==> src/sv/efrf_pkg.sv <==
// Shared types and constants for the escaped frame receiver filter.
`default_nettype none
package efrf_pkg;

  localparam int MAX_FRAME = 256;
  localparam int BCNT_W    = $clog2(MAX_FRAME + 1);
  localparam int LEN_W     = 9;
  localparam int LEN_MAX   = (1 << LEN_W) - 1;
  localparam int CNT_W     = 16;
  localparam int EV_W      = 3;
  localparam int CFG_IDX_W = 3;

  typedef enum logic [EV_W-1:0] {
    EV_DATA      = 3'd0,
    EV_MINE      = 3'd1,
    EV_TOKEN_OK  = 3'd2,
    EV_TOKEN_BAD = 3'd3,
    EV_OTHER     = 3'd4,
    EV_STRAY     = 3'd5
  } ev_t;

  localparam logic [CFG_IDX_W-1:0] REG_SYNC      = 3'd0;
  localparam logic [CFG_IDX_W-1:0] REG_ESC       = 3'd1;
  localparam logic [CFG_IDX_W-1:0] REG_RAW_SYNC  = 3'd2;
  localparam logic [CFG_IDX_W-1:0] REG_RAW_ESC   = 3'd3;
  localparam logic [CFG_IDX_W-1:0] REG_OWN_ADDR  = 3'd4;
  localparam logic [CFG_IDX_W-1:0] REG_TOK_CTRL  = 3'd5;
  localparam logic [CFG_IDX_W-1:0] REG_TOK_LOW   = 3'd6;
  localparam logic [CFG_IDX_W-1:0] REG_TOK_HIGH  = 3'd7;

  typedef struct packed {
    logic [7:0] sync_char;
    logic [7:0] escape_char;
    logic [7:0] raw_sync_char;
    logic [7:0] raw_escape_char;
    logic [7:0] own_address;
    logic [7:0] token_control;
    logic [7:0] token_check_low;
    logic [7:0] token_check_high;
  } cfg_t;

  typedef struct packed {
    logic [CNT_W-1:0] out_of_frame_count;
    logic [CNT_W-1:0] frames_for_me_count;
    logic [LEN_W-1:0] frame_length;
    logic [7:0]       data_byte;
  } res_t;

endpackage
`default_nettype wire

==> src/sv/efrf_cfg_regs.sv <==
// Configuration register file for the frame receiver filter.
`default_nettype none
module efrf_cfg_regs
  import efrf_pkg::*;
(
  input  wire logic                 clk,
  input  wire logic                 rst_n,
  input  wire logic                 wr_en,
  input  wire logic [CFG_IDX_W-1:0] wr_index,
  input  wire logic [7:0]           wr_data,
  output cfg_t                      cfg
);

  cfg_t cfg_r, cfg_nxt;

  always_comb begin
    cfg_nxt = cfg_r;
    if (wr_en) begin
      unique case (wr_index)
        REG_SYNC:     cfg_nxt.sync_char        = wr_data;
        REG_ESC:      cfg_nxt.escape_char      = wr_data;
        REG_RAW_SYNC: cfg_nxt.raw_sync_char    = wr_data;
        REG_RAW_ESC:  cfg_nxt.raw_escape_char  = wr_data;
        REG_OWN_ADDR: cfg_nxt.own_address      = wr_data;
        REG_TOK_CTRL: cfg_nxt.token_control    = wr_data;
        REG_TOK_LOW:  cfg_nxt.token_check_low  = wr_data;
        REG_TOK_HIGH: cfg_nxt.token_check_high = wr_data;
        default:      cfg_nxt = cfg_r;
      endcase
    end
  end

  always_ff @(posedge clk) begin
    if (!rst_n) begin
      cfg_r.sync_char        <= 8'd126;
      cfg_r.escape_char      <= 8'd125;
      cfg_r.raw_sync_char    <= 8'd94;
      cfg_r.raw_escape_char  <= 8'd93;
      cfg_r.own_address      <= 8'd0;
      cfg_r.token_control    <= 8'd0;
      cfg_r.token_check_low  <= 8'd0;
      cfg_r.token_check_high <= 8'd0;
    end else begin
      cfg_r <= cfg_nxt;
    end
  end

  assign cfg = cfg_r;

endmodule
`default_nettype wire

==> src/sv/efrf_core.sv <==
// Deframing state, frame checks and result register.
`default_nettype none
module efrf_core
  import efrf_pkg::*;
(
  input  wire logic       clk,
  input  wire logic       rst_n,
  input  wire cfg_t       cfg,
  input  wire logic       in_valid,
  output logic            in_ready,
  input  wire logic [7:0] in_byte,
  output logic            out_valid,
  input  wire logic       out_ready,
  output ev_t             out_ev,
  output res_t            out_res
);

  logic              in_frame_r, in_frame_nxt;
  logic              esc_r, esc_nxt;
  logic [BCNT_W-1:0] cnt_r, cnt_nxt;
  logic [7:0]        hdr_r [4];
  logic [7:0]        hdr_nxt [4];
  logic [CNT_W-1:0]  mine_r, mine_nxt;
  logic [CNT_W-1:0]  stray_r, stray_nxt;
  logic              out_valid_r, out_valid_nxt;
  ev_t               ev_r, ev_nxt;
  res_t              res_r, res_nxt;

  logic              in_fire;
  logic              is_sync;
  logic              res_vld;
  logic [7:0]        dec_byte;
  logic [LEN_W-1:0]  len_sat;

  assign in_ready = !out_valid_r || out_ready;
  assign in_fire  = in_valid && in_ready;
  assign is_sync  = (in_byte == cfg.sync_char);
  assign len_sat  = (32'(cnt_r) > 32'(LEN_MAX)) ? LEN_W'(LEN_MAX) : LEN_W'(cnt_r);

  always_comb begin
    in_frame_nxt = in_frame_r;
    esc_nxt      = esc_r;
    cnt_nxt      = cnt_r;
    hdr_nxt      = hdr_r;
    mine_nxt     = mine_r;
    stray_nxt    = stray_r;
    res_vld      = 1'b0;
    ev_nxt       = EV_DATA;
    dec_byte     = in_byte;

    if (in_fire) begin
      if (is_sync) begin
        if (cnt_r == '0) begin
          in_frame_nxt = 1'b1;
        end else begin
          in_frame_nxt = 1'b0;
          cnt_nxt      = '0;
          res_vld      = 1'b1;
          if (hdr_r[0] == cfg.own_address) begin
            mine_nxt = mine_r + 1'b1;
            if (hdr_r[1] == cfg.token_control) begin
              ev_nxt = (hdr_r[2] == cfg.token_check_low &&
                        hdr_r[3] == cfg.token_check_high) ? EV_TOKEN_OK : EV_TOKEN_BAD;
            end else begin
              ev_nxt = EV_MINE;
            end
          end else begin
            ev_nxt = EV_OTHER;
          end
        end
      end else if (!in_frame_r) begin
        stray_nxt = stray_r + 1'b1;
        res_vld   = 1'b1;
        ev_nxt    = EV_STRAY;
      end else if (!esc_r && in_byte == cfg.escape_char) begin
        esc_nxt = 1'b1;
      end else begin
        if (esc_r) begin
          esc_nxt = 1'b0;
          if (in_byte == cfg.raw_sync_char) begin
            dec_byte = cfg.sync_char;
          end else if (in_byte == cfg.raw_escape_char) begin
            dec_byte = cfg.escape_char;
          end
        end
        if (32'(cnt_r) < 32'd4) begin
          hdr_nxt[cnt_r[1:0]] = dec_byte;
        end
        if (32'(cnt_r) < 32'(MAX_FRAME)) begin
          cnt_nxt = cnt_r + 1'b1;
        end
        res_vld = 1'b1;
        ev_nxt  = EV_DATA;
      end
    end

    res_nxt.data_byte           = (ev_nxt == EV_DATA) ? dec_byte : 8'd0;
    res_nxt.frame_length        = (is_sync) ? len_sat : '0;
    res_nxt.frames_for_me_count = mine_nxt;
    res_nxt.out_of_frame_count  = stray_nxt;

    if (in_fire && res_vld) begin
      out_valid_nxt = 1'b1;
    end else if (out_ready) begin
      out_valid_nxt = 1'b0;
    end else begin
      out_valid_nxt = out_valid_r;
    end
  end

  always_ff @(posedge clk) begin
    if (!rst_n) begin
      in_frame_r  <= 1'b0;
      esc_r       <= 1'b0;
      cnt_r       <= '0;
      hdr_r       <= '{default: 8'd0};
      mine_r      <= '0;
      stray_r     <= '0;
      out_valid_r <= 1'b0;
    end else begin
      in_frame_r  <= in_frame_nxt;
      esc_r       <= esc_nxt;
      cnt_r       <= cnt_nxt;
      hdr_r       <= hdr_nxt;
      mine_r      <= mine_nxt;
      stray_r     <= stray_nxt;
      out_valid_r <= out_valid_nxt;
    end
  end

  always_ff @(posedge clk) begin
    if (in_fire && res_vld) begin
      ev_r  <= ev_nxt;
      res_r <= res_nxt;
    end
  end

  assign out_valid = out_valid_r;
  assign out_ev    = ev_r;
  assign out_res   = res_r;

  a_cnt_bound: assert property (@(posedge clk) disable iff (!rst_n)
    32'(cnt_r) <= 32'(MAX_FRAME))
    else $error("byte count above frame limit");

  a_idle_cnt: assert property (@(posedge clk) disable iff (!rst_n)
    !in_frame_r |-> cnt_r == '0)
    else $error("bytes collected outside a frame");

  a_res_load: assert property (@(posedge clk) disable iff (!rst_n)
    in_fire && res_vld |=> out_valid_r)
    else $error("result of accepted request not presented");

  a_stray_inc: assert property (@(posedge clk) disable iff (!rst_n)
    in_fire && !in_frame_r && !is_sync |=> stray_r == CNT_W'($past(stray_r) + 1'b1))
    else $error("out-of-frame counter not advanced");

endmodule
`default_nettype wire

==> src/sv/escaped_frame_receiver_filter.sv <==
// Top level of the escaped frame receiver filter.
// Latency: a result appears in the cycle after its request is accepted.
// Throughput: one line byte per cycle; in_tready drops only while a result waits.
// Escape bytes inside a frame and frame-opening syncs are accepted without a result.
// Reset (rst_n low, synchronous) clears framing state, header bytes and counters
// and loads the framing characters with their default values.
`default_nettype none
module escaped_frame_receiver_filter
  import efrf_pkg::*;
(
  input  wire logic                 clk,
  input  wire logic                 rst_n,
  input  wire logic                 in_tvalid,
  output logic                      in_tready,
  input  wire logic [7:0]           in_tdata,   // [7:0] rx_byte
  output logic                      out_tvalid,
  input  wire logic                 out_tready,
  output logic [55:0]               out_tdata,  // [7:0] data_byte, [16:8] frame_length,
                                                // [32:17] frames_for_me_count,
                                                // [48:33] out_of_frame_count, zero above
  output logic [EV_W-1:0]           out_tuser,  // [2:0] event_res
  input  wire logic                 cfg_valid,
  output logic                      cfg_ready,
  input  wire logic [CFG_IDX_W-1:0] cfg_index,
  input  wire logic [7:0]           cfg_data
);

  cfg_t cfg;
  ev_t  ev;
  res_t res;

  assign cfg_ready = 1'b1;

  efrf_cfg_regs u_cfg (
    .clk      (clk),
    .rst_n    (rst_n),
    .wr_en    (cfg_valid && cfg_ready),
    .wr_index (cfg_index),
    .wr_data  (cfg_data),
    .cfg      (cfg)
  );

  efrf_core u_core (
    .clk       (clk),
    .rst_n     (rst_n),
    .cfg       (cfg),
    .in_valid  (in_tvalid),
    .in_ready  (in_tready),
    .in_byte   (in_tdata),
    .out_valid (out_tvalid),
    .out_ready (out_tready),
    .out_ev    (ev),
    .out_res   (res)
  );

  assign out_tdata = {7'd0, res};
  assign out_tuser = ev;

endmodule
`default_nettype wire

==> config.mk <==
export PLATFORM = sky130hd
export DESIGN_NAME = escaped_frame_receiver_filter
export DESIGN_NICKNAME = d
export VERILOG_FILES = /design/src/sv/efrf_pkg.sv /design/src/sv/efrf_cfg_regs.sv /design/src/sv/efrf_core.sv /design/src/sv/escaped_frame_receiver_filter.sv
export SDC_FILE = /design/constraint.sdc
export NUM_CORES = 1
export LEC_CHECK = 0
export BUFFER_PORTS_ARGS = -buffer_cell sky130_fd_sc_hd__buf_4
export CAP_MARGIN = 5
export CORE_ASPECT_RATIO = 0.9
export CORE_UTILIZATION = 35
export CTS_CLUSTER_DIAMETER = 100
export CTS_CLUSTER_SIZE = 16
export DETAILED_ROUTE_END_ITERATION = 10
export GPL_ROUTABILITY_DRIVEN = 0
export HOLD_SLACK_MARGIN = 0.1
export PLACE_DENSITY = 0.58
export SLEW_MARGIN = 0
export SYNTH_ARGS = -nofsm -noshare
export SYNTH_HDL_FRONTEND = slang
export SYNTH_SLANG_ARGS = --single-unit
export TNS_END_PERCENT = 20
==> constraint.sdc <==
create_clock -name clk -period 6.15 [get_ports clk]
set_input_delay 0.615 -clock clk [delete_from_list [all_inputs] [get_ports clk]]
set_output_delay 0.615 -clock clk [all_outputs]
set_load 0.05 [all_outputs]
==> results of run 1 <==
synthesized netlist by cell type, types with 2 or more instances:
cell	n	area, um^2
nand3_1	48	240
or4_1	3	22.5
dfxtp_1	140	2800
nand2b_1	10	62.6
and2_1	21	131
xnor2_2	8	130
a21oi_1	57	285
nor3_1	11	55.1
o22ai_1	8	50.1
o21ai_0	17	85.1
nand2_1	169	634
o21a_1	13	97.6
nor2b_1	4	25.0
a22o_1	24	210
mux2_2	2	22.5
o22a_1	16	140
ha_1	6	75.1
edfxtp_1	52	1560
mux2i_1	8	80.1
o21ai_1	2	10.0
xnor2_1	39	342
buf_2	9	45.0
conb_1	2	7.51
inv_1	8	30.0
a21boi_1	3	22.5
or3_1	13	81.3
xor2_1	38	333
nand4_1	20	125
clkbuf_1	18	67.6
nand4_4	2	42.5
and4_1	4	35.0
buf_1	9	33.8
o31ai_1	2	15.0
buf_4	10	75.1
and3_1	4	25.0
o211ai_1	3	22.5
a21boi_0	2	15.0
o31a_1	12	105
nor4_1	10	62.6
nor2_1	36	135
power by group:
part	total [uW]	switching (uW)	leakage (uW)	internal (uW)
combinational	262	188	0.00190	74.0
sequential	1350	18.1	0.00166	1330
clock	1130	498	0.000291	628
cell type report:
type	instances	area, um^2
clock inverters	10	98.8
flip-flops and latches	192	4360
multi-input cells	631	3840
fillers	2346	13600
repair buffers	82	616
inverters	10	37.5
well taps	302	378
clock buffers	22	500
per-layer routing:
metal	track usage, %	vias up
met4	3.50	0
met1	25.3	3017
met3	3.34	11
li1	-	3178
met5	0	-
met2	26.1	174
sequential cells by signal, summed over array words and instances (netlist names), 3 cells and up:
name / count
u_cfg.cfg: 64
u_core.mine_r: 16
u_core.hdr_r: 32
u_core.out_res: 49
u_core.out_ev: 3
u_core.cnt_r: 9
u_core.stray_r: 16
stage by stage:
step / total power (uW) / std cells / instance area [um^2] / hold WS (ns) / setup WS [ns]
2_1_floorplan: 1560 / 880 / 8460 / 0.441 / 1.19
3_3_place_gp: 1640 / 1217 / 9230 / 0.452 / 2.99
3_5_place_dp: 1640 / 1217 / 9230 / 0.462 / 2.91
4_1_cts: 2760 / 1249 / 9830 / 0.472 / 3.31
5_1_grt: 2830 / 1249 / 9830 / 0.480 / 3.11
6_report: 2730 / 1249 / 9830 / 0.468 / 3.31
logic make-up after synthesis:
family | Yosys count | synth area share, %
mux | 11 | 1.39
other cells | 2 | 0.0890
buf+inv | 57 | 3.20
compound gates | 162 | 12.8
simple gates | 359 | 20.3
flops | 192 | 51.7
xor+xnor | 85 | 9.54
fa+ha+maj | 6 | 0.890
cell usage in the layout (no fill, tap or decap), types with 3 or more instances in the layout:
master     count
buf_4         82
xor2_1        38
ha_1           6
nand4_1       20
nor2_1        36
o22a_1        16
and3_1         4
a21oi_1       57
edfxtp_1      52
nand2_1      169
o31a_1        12
o211ai_1       3
a22o_1        24
o22ai_1        8
or3_1         13
xnor2_1       39
inv_1          8
o21a_1        13
or4_1          3
mux2i_1        8
and4_1         4
inv_6          3
xnor2_2        8
conb_1         8
nand3_1       48
nand2b_1      10
a21boi_1       3
nor4_1        10
dfxtp_1      140
and2_1        21
o21ai_0       17
nor2b_1        4
clkbuf_16     19
nor3_1        11
worst max-delay path: cells and delay by family, from the launching register on:
kind            cells  cell delay [ns]
compound gates      2             0.71
buf+inv             2             0.70
flops               1             0.49
simple gates        1             0.30
fa+ha+maj           1             0.24
how the worst max path moves through the flow:
stage	endpoint	depth (start not counted)	from	slack, ns
after floorplan	u_core.out_ev[0]	6	in_tdata[4]	1.19
after global placement	u_core.out_res[23]	7	in_tdata[6]	2.99
after detailed placement	u_core.out_res[23]	7	in_tdata[6]	2.91
after CTS	u_core.out_res[17]	6	u_cfg.cfg[62]	3.31
after global routing	u_core.out_ev[2]	6	u_core.cnt_r[0]	3.11
final	u_core.out_res[19]	6	u_core.cnt_r[0]	3.31
==> results.json, run 1 <==
{
  "clk_pin_slew_ns": 0.07,
  "skew_ns": 0.0149,
  "tns_ns": 0,
  "rrSetupSlack_ns": 3.31,
  "yosysSeqAreaShare_pct": 51.7,
  "ctsHoldBuffers": 0,
  "slew_headroom_pct": 22.1,
  "postRouteAntennaNets": 0,
  "dr_wl_met3_um": 1120,
  "cap_violations": 0,
  "timing.rr.start": "u_core.cnt_r[0]",
  "synthCells": 874,
  "grt_max_degree": 72,
  "crit_arrival_ns": 2.90,
  "grt_usage_pct": 17.2,
  "timing.rr.end": "u_core.out_res[19]",
  "status": "finished with violations",
  "ir_worst_vdd_mv": 0.172,
  "worstSkewPairLatency_ns": 0.43,
  "cts_buffer_depth": 2,
  "chipHeight_um": 149,
  "fin_crit_sh_pct": 46.2,
  "leakage_uw": 0.00385,
  "crit_path_max_incr_delay_ns": 0.54,
  "async_flop_share_pct": 0,
  "fp.dieW_um": 166,
  "grt_pass1_wl_um": 33200,
  "viasPerCell": 5.11,
  "holdPathEnd": "u_cfg.cfg[28]",
  "end_kind": "register",
  "avgSynthCellArea_um2": 9.65,
  "vias": 6380,
  "syn_area_um2": 8440,
  "crit_chain": "inv_1 -> ha_1 -> nand4_1 -> o21ai_0 -> a31oi_4 -> buf_4",
  "dieArea_um2": 24700,
  "drive_gt1_share_pct": 13.7,
  "hold_class": "reg -> reg",
  "fmax_mhz": 352,
  "final-max-slew-violation-count": 0,
  "core_region_area_um2": 23500,
  "wl_per_cell_um": 16.8,
  "worst_slew_pin_slew_ns": 1.16,
  "topRoutingLayerUsed": "met4",
  "clock_sinks": 192,
  "r2r_cells": 6,
  "drt_pass1_iterations": 8,
  "start_util_pct": 35.9,
  "overflow": 0,
  "remaining_drc_errors": 20,
  "tritoncts": "done",
  "num_rows": 53,
  "cts_root_buf": "clkbuf_16",
  "cts_resized": 0,
  "hold_path_depth": 2,
  "worstPathRequired_ns": 6.21,
  "postCtsSetupRepairBufs": 0,
  "hold_viol": 0,
  "grt_setup_unrepaired": "false",
  "antennaDiodeCount": 0,
  "wl_met2_um": 8990,
  "portBuffers": 77,
  "setup_viol": 0,
  "hold_start": "u_cfg.cfg[28]",
  "crit_type": "reg -> reg",
  "nets": 964,
  "crit_path_max_fanout": 43,
  "synth_enable_flop_cells": 52,
  "p_per_area_nw_per_um2": 278,
  "ys_warn_count": 0,
  "grt_pass1_vias": 5836,
  "ios": 86,
  "synth_cell_type_count": 51,
  "post-route-min-period_ns": 2.84,
  "dp.final_hpwl_um": 14400,
  "wl_um": 21000,
  "drt_iter0_markers": 482,
  "antenna_found_initial": 0,
  "violations": "DRC",
  "critPathSlowestCell": "buf_4",
  "finish.utilization_pct": 41.9,
  "synth_ff_type": "dfxtp_1",
  "m1WireLength_um": 10700,
  "area_delta_synth_final_pct": 16.6,
  "worst_setup_path_start_kind": "register",
  "h-tree-depth": 4,
  "cts_made_buffers": 17,
  "synth-seq-cells": 192
}
Power figures use the tool's default switching activity.
==> run 2, diff against run 1 <==
==> constraint.sdc (replaced) <==
create_clock -name clk -period 2.8 [get_ports clk]
set_input_delay 0.28 -clock clk [delete_from_list [all_inputs] [get_ports clk]]
set_output_delay 0.28 -clock clk [all_outputs]
set_load 0.05 [all_outputs]
==> results.json, run 2 (synthesis results as in run 1) <==
{
  "chipHeight_um": 149,
  "grt_setup_unrepaired": "false",
  "drt_pass1_iterations": 8,
  "tns_ns": 0,
  "worstSkewPairLatency_ns": 0.44,
  "core_region_area_um2": 23500,
  "antenna_found_initial": 0,
  "fmax_mhz": 414,
  "fin_cells": 1265,
  "fp.dieW_um": 166,
  "cts_buffer_depth": 2,
  "drive_gt1_share_pct": 15.4,
  "start_util_pct": 35.9,
  "r2r_cells": 5,
  "hold_class": "in -> reg",
  "wl_um": 20500,
  "finish.utilization_pct": 42.5,
  "dp.cells": 1233,
  "swShare_pct": 26.8,
  "remaining_drc_errors": 20,
  "worst_setup_path_start_kind": "register",
  "p_per_area_nw_per_um2": 611,
  "multi_input_area_um2": 3840,
  "dieArea_um2": 24700,
  "wl_per_cell_um": 16.2,
  "drt_iter0_markers": 476,
  "largest_register_ff_count": 64,
  "cts_made_buffers": 17,
  "clk_pin_slew_ns": 0.07,
  "timing.rr.start": "u_core.cnt_r[2]",
  "worstPathRequired_ns": 3.17,
  "timing.rr.end": "u_core.hdr_r[1]",
  "worst_slack_ns": 0.385,
  "worst_slew_pin_slew_ns": 1.09,
  "comb_power_share_pct": 9.7,
  "ir_worst_vdd_mv": 0.376,
  "met2_usage_pct": 25.3,
  "status": "finished with violations",
  "clock_sinks": 192,
  "preCtsSetupSlack_ns": 0.394,
  "crit_end": "u_core.hdr_r[1]",
  "post-route-min-period_ns": 2.41,
  "grt_pass1_vias": 5788,
  "ios": 86,
  "grt_max_degree": 53,
  "tritoncts": "done",
  "cts_root_buf": "clkbuf_16",
  "viasPerCell": 5.06,
  "crit_path_max_fanout": 8,
  "final_common_cell": "nand2_1",
  "seq_area_um2": 4370,
  "cts_resized": 0,
  "overflow": 0,
  "num_rows": 53,
  "setup_viol": 0,
  "h-tree-depth": 4,
  "end_kind": "register",
  "violations": "DRC",
  "grt_use_met1_pct": 25.1,
  "postCtsSetupRepairBufs": 0,
  "rrSetupSlack_ns": 0.39,
  "startpoint": "u_core.cnt_r[2]",
  "antennaDiodeCount": 0,
  "seq_power_share_pct": 48.5,
  "fin_crit_sh_pct": 86.2,
  "leakage_uw": 0.00395,
  "skew_ns": 0.0119,
  "crit_arrival_ns": 2.79,
  "postRouteAntennaNets": 0,
  "grt_pass1_wl_um": 32900,
  "busiest_layer": "met2",
  "cap_violations": 0,
  "dp.final_hpwl_um": 14400,
  "layout_common_cells": "nand2_1, dfxtp_1, buf_4",
  "nets": 980,
  "p_sw_uw": 1630,
  "p_int_uw": 4470,
  "grt_usage_pct": 17.1,
  "use_met3_pct": 3.50,
  "area_delta_synth_final_pct": 18.4,
  "clkPwrFrac_pct": 41.9,
  "crit_type": "reg -> reg",
  "ctsHoldBuffers": 0,
  "holdWs_ns": 0.152,
  "slew_headroom_pct": 27.0,
  "portBuffers": 77,
  "fillers": 2335,
  "vias": 6396,
  "final-max-slew-violation-count": 0,
  "hold_viol": 0
}
run 2: how the worst min path moves through the flow:
stage	start	to	slack, ns	cells after the start
2_1_floorplan	u_core.cnt_r[8]	u_core.cnt_r[8]	0.44	1
3_3_place_gp	u_core.cnt_r[8]	u_core.cnt_r[8]	0.45	1
4_1_cts	cfg_data[1]	u_cfg.cfg[33]	0.14	3
6_report	cfg_data[1]	u_cfg.cfg[33]	0.15	3
5_1_grt	cfg_data[1]	u_cfg.cfg[33]	0.15	3
3_5_place_dp	u_cfg.cfg[18]	u_cfg.cfg[18]	0.46	2
run 2: per-stage QoR:
step | total power, uW | area (um^2)
2_1_floorplan | 3430 | 8470
3_3_place_gp | 3610 | 9370
3_5_place_dp | 3610 | 9370
4_1_cts | 6150 | 9990
5_1_grt | 6310 | 9990
6_report | 6100 | 9990
run 2: layout make-up:
cell class	count	area share, %
clock buffer	18	4.30
clock inverter	14	1.89
inverter	10	0.376
multi-input combinational	631	38.4
sequential	192	43.7
tap	302	3.78
timing repair buffer	98	7.49
run 2: layer usage:
metal	wire [um]	share of wire, %
met2	8840	43
met1	10300	50
met4	221	1.1
met5	0	0
met3	1220	5.9
run 2: power by group through the flow:
stage	Combinational (uW)	Sequential, uW	Clock (uW)
after floorplan	269	3160	0
after global placement	590	3020	0
after detailed placement	593	3020	0
after CTS	594	2960	2600
after global routing	628	2960	2720
final	589	2960	2560
run 2: critical path: stages, from the launching register on:
cell and delay (ns):
dfxtp_1 0.36, nor4_1 0.47, and3_1 0.35, nand3_1 0.10, nor3_1 0.84, a22o_1 0.24
